## src/rtl/core/adll_pkg.sv

```systemverilog
// Shared types and codes for the array doubly linked list block.
// No dependencies; imported by adll_store, adll_seq and the top level.

package adll_pkg;

  localparam int MAX_RES = 32;
  localparam int CNT_W   = $clog2(MAX_RES) + 1;

  typedef enum logic [1:0] {
    CMD_FWD = 2'd0,
    CMD_BWD = 2'd1,
    CMD_DEL = 2'd2,
    CMD_INS = 2'd3
  } cmd_t;

  typedef enum logic [1:0] {
    ST_OK    = 2'd0,
    ST_OVF   = 2'd1,
    ST_EMPTY = 2'd2,
    ST_NULL  = 2'd3
  } status_t;

  typedef struct packed {
    logic val;
    logic nxt;
    logic prv;
  } wr_en_t;

endpackage

```

## src/rtl/core/adll_store.sv

```systemverilog
// Value, next-link and prev-link memories with per-entry valid bits.
// Depends on adll_pkg; an entry never written reads as its reset contents.

module adll_store import adll_pkg::*; #(
  parameter int DEPTH = 32,
  localparam int AW = $clog2(DEPTH)
) (
  input  logic               clk,
  input  logic               rst,
  input  logic [AW-1:0]      raddr,
  output logic signed [31:0] q_val,
  output logic [AW-1:0]      q_next,
  output logic [AW-1:0]      q_prev,
  input  wr_en_t             we,
  input  logic [AW-1:0]      next_waddr,
  input  logic [AW-1:0]      prev_waddr,
  input  logic [AW-1:0]      next_wdata,
  input  logic [AW-1:0]      prev_wdata,
  input  logic signed [31:0] val_wdata
);

  logic signed [31:0] val_mem  [DEPTH];
  logic [AW-1:0]      next_mem [DEPTH];
  logic [AW-1:0]      prev_mem [DEPTH];
  logic [DEPTH-1:0]   val_ok, next_ok, prev_ok;

  logic signed [31:0] val_raw;
  logic [AW-1:0]      next_raw, prev_raw, raddr_q;
  logic               val_hit, next_hit, prev_hit;

  // header links to itself, free entries chained, last free entry null
  function automatic logic [AW-1:0] next_init(input logic [AW-1:0] a);
    int ia;
    ia = int'(a);
    if (ia == 1) return AW'(1);
    if (ia >= 2 && ia < DEPTH - 1) return AW'(ia + 1);
    return '0;
  endfunction

  function automatic logic [AW-1:0] prev_init(input logic [AW-1:0] a);
    return (int'(a) == 1) ? AW'(1) : '0;
  endfunction

  always_ff @(posedge clk) begin
    if (we.val) val_mem[next_waddr] <= val_wdata;
    if (we.nxt) next_mem[next_waddr] <= next_wdata;
    if (we.prv) prev_mem[prev_waddr] <= prev_wdata;
    val_raw  <= val_mem[raddr];
    next_raw <= next_mem[raddr];
    prev_raw <= prev_mem[raddr];
    val_hit  <= val_ok[raddr];
    next_hit <= next_ok[raddr];
    prev_hit <= prev_ok[raddr];
    raddr_q  <= raddr;
  end

  always_ff @(posedge clk) begin
    if (rst) begin
      val_ok  <= '0;
      next_ok <= '0;
      prev_ok <= '0;
    end else begin
      if (we.val) val_ok[next_waddr] <= 1'b1;
      if (we.nxt) next_ok[next_waddr] <= 1'b1;
      if (we.prv) prev_ok[prev_waddr] <= 1'b1;
    end
  end

  assign q_val  = val_hit ? val_raw : '0;
  assign q_next = next_hit ? next_raw : next_init(raddr_q);
  assign q_prev = prev_hit ? prev_raw : prev_init(raddr_q);

endmodule

```

## src/rtl/core/adll_seq.sv

```systemverilog
// Command sequencer: walks links, edits links and the free list, holds the result item.
// Depends on adll_pkg; drives the memory ports of adll_store.

module adll_seq import adll_pkg::*; #(
  parameter int DEPTH = 32,
  localparam int AW = $clog2(DEPTH)
) (
  input  logic               clk,
  input  logic               rst,
  input  logic               s_tvalid,
  output logic               s_tready,
  input  cmd_t               in_cmd,
  input  logic [4:0]         in_node,
  input  logic signed [31:0] in_value,
  output logic               m_tvalid,
  input  logic               m_tready,
  output logic signed [31:0] out_value,
  output logic [4:0]         out_node,
  output status_t            out_status,
  output logic               out_last,
  output logic [AW-1:0]      raddr,
  input  logic signed [31:0] q_val,
  input  logic [AW-1:0]      q_next,
  input  logic [AW-1:0]      q_prev,
  output wr_en_t             we,
  output logic [AW-1:0]     next_waddr,
  output logic [AW-1:0]     prev_waddr,
  output logic [AW-1:0]     next_wdata,
  output logic [AW-1:0]     prev_wdata,
  output logic signed [31:0] val_wdata
);

  typedef enum logic [8:0] {
    S_IDLE  = 9'b000000001,
    S_ISSUE = 9'b000000010,
    S_TEVAL = 9'b000000100,
    S_DEVAL = 9'b000001000,
    S_DFIN  = 9'b000010000,
    S_IRD   = 9'b000100000,
    S_IEVAL = 9'b001000000,
    S_IFIN  = 9'b010000000,
    S_OUT   = 9'b100000000
  } state_t;

  state_t             state;
  cmd_t               cmd;
  logic [AW-1:0]      loc, cur, fhead, succ, save;
  logic [CNT_W-1:0]   cnt;
  logic signed [31:0] item;
  logic               more;

  logic               accept, node_ok;
  logic [AW-1:0]      nxt;
  logic               at_end;

  assign s_tready = (state == S_IDLE);
  assign accept   = s_tvalid && s_tready;
  assign node_ok  = (in_node != '0) && (int'(in_node) < DEPTH);
  assign nxt      = (cmd == CMD_FWD) ? q_next : q_prev;
  assign at_end   = (nxt == loc) || (nxt == '0);
  assign raddr    = (state == S_IRD) ? fhead : cur;

  always_comb begin
    we         = '0;
    next_waddr = loc;
    prev_waddr = loc;
    next_wdata = fhead;
    prev_wdata = loc;
    val_wdata  = item;
    case (state)
      S_DEVAL: begin
        we.nxt     = 1'b1;
        we.prv     = 1'b1;
        next_waddr = q_prev;
        next_wdata = q_next;
        prev_waddr = q_next;
        prev_wdata = q_prev;
      end
      S_DFIN: begin
        we.nxt = 1'b1;
      end
      S_IEVAL: begin
        we.val     = 1'b1;
        we.nxt     = 1'b1;
        we.prv     = 1'b1;
        next_waddr = fhead;
        next_wdata = succ;
        prev_waddr = fhead;
      end
      S_IFIN: begin
        we.nxt     = 1'b1;
        we.prv     = 1'b1;
        next_wdata = save;
        prev_waddr = succ;
        prev_wdata = save;
      end
      default: begin
      end
    endcase
  end

  always_ff @(posedge clk) begin
    if (rst) begin
      state    <= S_IDLE;
      m_tvalid <= 1'b0;
      fhead    <= AW'(2);
      more     <= 1'b0;
    end else begin
      case (state)
        S_IDLE: begin
          if (accept) begin
            cmd  <= in_cmd;
            item <= in_value;
            loc  <= AW'(in_node);
            cur  <= AW'(in_node);
            cnt  <= '0;
            more <= 1'b0;
            if (!node_ok) begin
              out_value  <= '0;
              out_node   <= '0;
              out_status <= ST_NULL;
              out_last   <= 1'b1;
              m_tvalid   <= 1'b1;
              state      <= S_OUT;
            end else if (in_cmd == CMD_INS && fhead == '0) begin
              out_value  <= '0;
              out_node   <= '0;
              out_status <= ST_OVF;
              out_last   <= 1'b1;
              m_tvalid   <= 1'b1;
              state      <= S_OUT;
            end else begin
              state <= S_ISSUE;
            end
          end
        end
        S_ISSUE: begin
          case (cmd)
            CMD_DEL: state <= S_DEVAL;
            CMD_INS: state <= S_IRD;
            default: state <= S_TEVAL;
          endcase
        end
        S_TEVAL: begin
          if (cnt == '0) begin
            if (at_end) begin
              out_value  <= '0;
              out_node   <= '0;
              out_status <= ST_EMPTY;
              out_last   <= 1'b1;
              m_tvalid   <= 1'b1;
              more       <= 1'b0;
              state      <= S_OUT;
            end else begin
              cur   <= nxt;
              cnt   <= CNT_W'(1);
              state <= S_ISSUE;
            end
          end else begin
            out_value  <= q_val;
            out_node   <= 5'(cur);
            out_status <= ST_OK;
            out_last   <= at_end || (cnt == CNT_W'(MAX_RES));
            more       <= !(at_end || (cnt == CNT_W'(MAX_RES)));
            m_tvalid   <= 1'b1;
            cur        <= nxt;
            cnt        <= cnt + 1'b1;
            state      <= S_OUT;
          end
        end
        S_DEVAL: state <= S_DFIN;
        S_DFIN: begin
          fhead      <= loc;
          out_value  <= '0;
          out_node   <= 5'(loc);
          out_status <= ST_OK;
          out_last   <= 1'b1;
          m_tvalid   <= 1'b1;
          state      <= S_OUT;
        end
        S_IRD: begin
          succ  <= q_next;
          save  <= fhead;
          state <= S_IEVAL;
        end
        S_IEVAL: begin
          fhead <= q_next;
          state <= S_IFIN;
        end
        S_IFIN: begin
          out_value  <= '0;
          out_node   <= 5'(save);
          out_status <= ST_OK;
          out_last   <= 1'b1;
          m_tvalid   <= 1'b1;
          state      <= S_OUT;
        end
        S_OUT: begin
          if (m_tready) begin
            m_tvalid <= 1'b0;
            state    <= more ? S_ISSUE : S_IDLE;
          end
        end
        default: state <= S_IDLE;
      endcase
    end
  end

  a_one_side: assert property (@(posedge clk) disable iff (rst)
    !(s_tready && m_tvalid))
    else $error("input taken while a result item is pending");

  a_fhead_range: assert property (@(posedge clk) disable iff (rst)
    int'(fhead) < DEPTH)
    else $error("free head out of range");

  a_cnt_bound: assert property (@(posedge clk) disable iff (rst)
    state == S_TEVAL |-> int'(cnt) <= MAX_RES)
    else $error("walk count beyond limit");

  a_reject: assert property (@(posedge clk) disable iff (rst)
    accept && !node_ok |=> m_tvalid && out_status == ST_NULL && out_last)
    else $error("null node not rejected");

endmodule

```

## src/rtl/core/array_doubly_linked_list.sv

```systemverilog
// Circular doubly linked list in arrays with a free list; one item in work at a time.
// Order: reject or overflow goes straight to the result; delete runs ISSUE, DEVAL, DFIN;
// insert runs ISSUE, IRD, IEVAL, IFIN; a walk reads each visited node from the registered link memory.
// Throughput: next item taken once the last result item of the current one is taken.
// Reset: synchronous, active high; valid bits restore all three arrays at once.
// Depends on adll_pkg, adll_store and adll_seq.

module array_doubly_linked_list import adll_pkg::*; #(
  parameter int DEPTH = 32
) (
  input  logic        clk,
  input  logic        rst,
  input  logic        s_tvalid,
  output logic        s_tready,
  input  logic [39:0] s_tdata,  // command[1:0], node[6:2], value[38:7], zero[39]
  output logic        m_tvalid,
  input  logic        m_tready,
  output logic [39:0] m_tdata,  // value_res[31:0], node_res[36:32], status[38:37], zero[39]
  output logic        m_tlast
);

  localparam int AW = $clog2(DEPTH);

  logic signed [31:0] q_val, val_wdata, value_res;
  logic [AW-1:0]      raddr, q_next, q_prev;
  logic [AW-1:0]      next_waddr, prev_waddr, next_wdata, prev_wdata;
  wr_en_t             we;
  logic [4:0]         node_res;
  status_t            status;

  adll_store #(.DEPTH(DEPTH)) u_store (
    .clk        (clk),
    .rst        (rst),
    .raddr      (raddr),
    .q_val      (q_val),
    .q_next     (q_next),
    .q_prev     (q_prev),
    .we         (we),
    .next_waddr (next_waddr),
    .prev_waddr (prev_waddr),
    .next_wdata (next_wdata),
    .prev_wdata (prev_wdata),
    .val_wdata  (val_wdata)
  );

  adll_seq #(.DEPTH(DEPTH)) u_seq (
    .clk        (clk),
    .rst        (rst),
    .s_tvalid   (s_tvalid),
    .s_tready   (s_tready),
    .in_cmd     (cmd_t'(s_tdata[1:0])),
    .in_node    (s_tdata[6:2]),
    .in_value   (s_tdata[38:7]),
    .m_tvalid   (m_tvalid),
    .m_tready   (m_tready),
    .out_value  (value_res),
    .out_node   (node_res),
    .out_status (status),
    .out_last   (m_tlast),
    .raddr      (raddr),
    .q_val      (q_val),
    .q_next     (q_next),
    .q_prev     (q_prev),
    .we         (we),
    .next_waddr (next_waddr),
    .prev_waddr (prev_waddr),
    .next_wdata (next_wdata),
    .prev_wdata (prev_wdata),
    .val_wdata  (val_wdata)
  );

  assign m_tdata = {1'b0, status, node_res, value_res};

endmodule
```

## config.mk

```make
export PLATFORM = sky130hd
export DESIGN_NAME = array_doubly_linked_list
export DESIGN_NICKNAME = d
export VERILOG_FILES = /design/src/rtl/core/adll_pkg.sv /design/src/rtl/core/adll_store.sv /design/src/rtl/core/adll_seq.sv /design/src/rtl/core/array_doubly_linked_list.sv
export SDC_FILE = /design/constraint.sdc
export NUM_CORES = 2
export LEC_CHECK = 0
export ABC_AREA = 1
export BUFFER_PORTS_ARGS = -buffer_cell sky130_fd_sc_hd__buf_2
export CAP_MARGIN = 40
export CORE_ASPECT_RATIO = 1.1
export CORE_MARGIN = 5
export CORE_UTILIZATION = 25
export CTS_BUF_LIST = sky130_fd_sc_hd__clkbuf_2 sky130_fd_sc_hd__clkbuf_4 sky130_fd_sc_hd__clkbuf_8
export DETAILED_ROUTE_END_ITERATION = 7
export PLACE_DENSITY_LB_ADDON = 0.3
export SETUP_SLACK_MARGIN = 0.02
export SYNTH_ARGS = -nofsm -noshare
export SYNTH_HDL_FRONTEND = slang
export SYNTH_SLANG_ARGS = --single-unit
```

## constraint.sdc

```tcl
create_clock -name clk -period 10.9 [get_ports clk]
set_input_delay 1.09 -clock clk [delete_from_list [all_inputs] [get_ports clk]]
set_output_delay 1.09 -clock clk [all_outputs]
set_load 0.02 [all_outputs]
```

==> summary.txt <==
Run status
  – Outcome: finished, final reports clean

Worst setup path
  – Number of buffers and inverters on the critical path: 4
  – Worst path most repeated cell: nand2_1
  – Crit path launch type: flop
  – Cells on worst reg2reg path: 18
  – R2R Setup Slk: 6.34 ns
  – Critical Path Max Stage Delay: ~0.75 ns
  – Worst r2r src: u_seq.state[0]
  – Crit path max fanout: about 160
  – Crit-path cells: nor2_2 -> nand2_2 -> nor2_4 -> nand4_4 -> nand2_2 -> o21ai_4 -> buf_4 -> inv_8 -> buf_4 -> buf_12 -> nand2_1 -> nand2_1 -> nand2_1 -> o211ai_1 -> nand3_1 -> nand2_1 -> nand2_1 -> nand2_1
  – WP data required: 11.70 ns
  – Crit path to: u_store.val_raw[12]
  – Reg2reg end: u_store.val_raw[12]
  – Worst Path Arrival: approximately 5.4 ns
  – Worst path depth: 18
  – Crit path kind: flop to flop
  – CP max stage cell: buf_4
  – CP endpoint kind: flop
  – CP delay by family, top: buffers and inverters
  – Crit. Startpoint: u_seq.state[0]

Drt
  – Mean number of vias per cell: 4.52
  – Final ANT Viol Nets: 0
  – Via count: 42100
  – Final wirelength: between 150 and 200 mm
  – DRT iter0 DRCs: 3474
  – Drt first pass iters: 5
  – DRC viols: 0
  – WL per Instance: 20.3 um

Global routing
  – First-pass GRT wire length: 277 mm
  – Leftover overflow at the end of global routing: 0
  – Vias in the first global route: 42000
  – Initial antenna violation count: 10
  – GR Util All Layers: 13.4%
  – Largest net degree at the start of global routing: between 200 and 250

Synthesis
  – Yosys top cell area share: about two thirds
  – Post-synthesis sequential area ratio: 71.3%
  – Main flop type after synthesis: edfxtp_1
  – Post-synthesis mux area share: 0%
  – Synth top cells by count: edfxtp_1 (1444), nand2_1 (1156), nand3_1 (472), o211ai_1 (362), inv_1 (317)
  – Mapped Nets: 5498
  – Synth warn: 0
  – Synth Cell Area: 65400 um2
  – Simple-Gate Fraction of Synth Area: ~14%
  – Post-synth EDFFs: 1444
  – #FFs+latches synth: ~1600
  – Cells after Synth: between 5000 and 6000
  – Most numerous cell in the Yosys netlist: edfxtp_1
  – Synth Area in Compound Gates: about a tenth
  – Top area cells in the synthesized netlist: edfxtp_1 (66%), nand2_1 (6.6%), dfxtp_1 (5.0%)
  – Post-synth ARST share: 0%
  – Distinct cells, synth: 52
  – Synth Area in XOR/XNOR: less than 1%
  – Adder-Cell Fraction of Synth Area: 0.0957%
  – Combinational family with the most area after synthesis: simple AND/OR/NAND/NOR gates
  – Area leader, netlist: edfxtp_1
  – Synthesized area per cell: 12.0 um2

Clock network
  – CTS Root Cell: clkbuf_8
  – CTS resizes: 0
  – Clock Tree Buf Depth: 4
  – Worst-Skew Late Latency: between 0.9 and 1 ns
  – Hold buffer count at cts: 0
  – CTS H-tree depth: 5
  – Clk pin slew, worst setup/hold paths: about 0.060 ns
  – TritonCTS clock tree: built
  – Post-CTS setup buffers: 0
  – Total CTS buffers: 286
  – Num Clock Sinks: roughly 1600

Die
  – Full die area: 272000 um2
  – Die height: between 500 and 600 um
  – # IOs: 87
  – Initial Util: between 20% and 30%
  – Die W: about 500 um
  – # rows: 197
  – Core Region: 261000 um2

STA
  – Setup ws final: 6.34 ns
  – Final hold violations: 0
  – Final setup fails: 0
  – Fin. max-slew vios: 0
  – Setup TNS: 0 ns
  – Worst-Margin Slew: 1.17 ns
  – Period utilization: 41.8%
  – FMAX: 0.219 GHz
  – Fin Hold WS: 0.344 ns
  – Minimum clock period: 4.56 ns
  – RSZ-0062 raised after global routing: false
  – Clock skew: 0.139 ns
  – Slew margin rel.: between 20% and 30%

Pwr
  – Leakage: 26.8 nW
  – Power Density: 187 nW/um2
  – Design Power: 14.1 mW
  – Worst VDD drop: around 89 uV

Layout
  – Finished Layout Cells: 9314
  – Layout Nets: 5657
  – Filler cells: 26700
  – Ratio of cells with drive above 1 in the final layout: 13.1%
  – Area growth, synth to finish: 15.7%

Placement
  – IO buf count: 84
  – Placed insts: 8798
  – Place WS: 6.20 ns
  – RePlAce Congestion: 0.771
  – HPWL after DPL: 93.9 mm

Run
  – Max-cap violations: 0

Min path
  – Worst Hold Class: primary input to flop
where the power goes:
group	leakage [nW]	internal (mW)	switching, mW	total, mW
combinational	9.42	0.453	1.10	1.55
clock	2.97	3.07	2.51	5.58
sequential	14.4	6.89	0.117	7.01
total	26.8	10.4	3.73	14.1
state kept, by name (all words and copies together), names as in the netlist, 2 cells and up:
register	count
u_seq.cmd	2
u_seq.out_value	32
u_seq.save	5
u_seq.succ	5
u_store.raddr_q	5
u_seq.state	9
u_store.prev_raw	5
u_store.val_ok	32
u_seq.val_wdata	32
u_store.next_mem	160
u_seq.loc	5
u_seq.cnt	6
u_store.prev_ok	32
u_store.val_raw	32
u_seq.cur	5
u_store.next_ok	32
u_store.val_mem	1024
u_store.next_raw	5
u_seq.out_status	2
u_seq.fhead	5
u_store.prev_mem	160
u_seq.out_node	5
final cells by class:
class / instances / area, um2 / share of cell area [%]
flip-flops and latches: 1606 / 46600 / 61.6
well taps: 3482 / 4360 / 5.76
inverters: 357 / 1370 / 1.81
repair buffers: 203 / 1940 / 2.56
clock buffers: 399 / 4920 / 6.51
diodes: 3 / 7.51 / 0.00993
clock inverters: 110 / 704 / 0.931
multi-input cells: 3154 / 15700 / 20.8
how the worst min path moves through the flow:
stage                              from             endpoint  slack, ns  cells past startpoint
floorplan           u_store.prev_ok[16]  u_store.prev_ok[16]       0.43                      2
global placement    u_store.prev_ok[22]  u_store.prev_ok[22]       0.44                      2
detailed placement  u_store.prev_ok[28]  u_store.prev_ok[28]       0.44                      2
CTS                         s_tdata[12]   u_seq.val_wdata[5]       0.25                      1
global route                s_tdata[12]   u_seq.val_wdata[5]       0.28                      1
finish                      s_tdata[26]  u_seq.val_wdata[19]       0.34                      1
per-stage QoR:
step           utilization (%)  instance area, um2
2_1_floorplan                -               65400
3_3_place_gp              26.5               69100
3_5_place_dp              26.8               69900
4_1_cts                   28.9               75500
5_1_grt                   29.0               75600
6_report                  29.0               75600
worst register-to-register path: stages (launching register included):
cell,delay (ns)
dfxtp_1,0.33
nor2_2,0.15
nand2_2,0.10
nor2_4,0.15
nand4_4,0.29
nand2_2,0.19
o21ai_4,0.06
buf_4,0.26
inv_8,0.54
buf_4,0.80
buf_12,0.57
nand2_1,0.39
nand2_1,0.09
nand2_1,0.05
o211ai_1,0.12
nand3_1,0.12
nand2_1,0.09
nand2_1,0.06
nand2_1,0.12
logic make-up after synthesis:
logic type | count (synthesis)
simple gates | 2150
flops | 1606
compound gates | 995
buf+inv | 689
fa+ha+maj | 5
xor+xnor | 3
other cells | 1
per-layer routing:
layer | share of wire [%] | routed length [um] | GRT usage [%]
met1 | 44 | 84000 | 17.8
met2 | 48 | 90800 | 22.5
met3 | 5.3 | 9990 | 2.09
met4 | 2.4 | 4590 | 3.75
met5 | 0 | 0 | 0
cell usage in the layout (no fill, tap or decap), drive strengths merged, types with 92 or more instances in the layout:
master and n:
edfxtp 1444, nand2 1162, nand3 472, o21ai 417, clkbuf 400, o211ai 362, inv 360, nor2 316
buf 202, or2 170, dfxtp 162, clkinv 92
No activity file was read; power rests on OpenSTA's default activity.
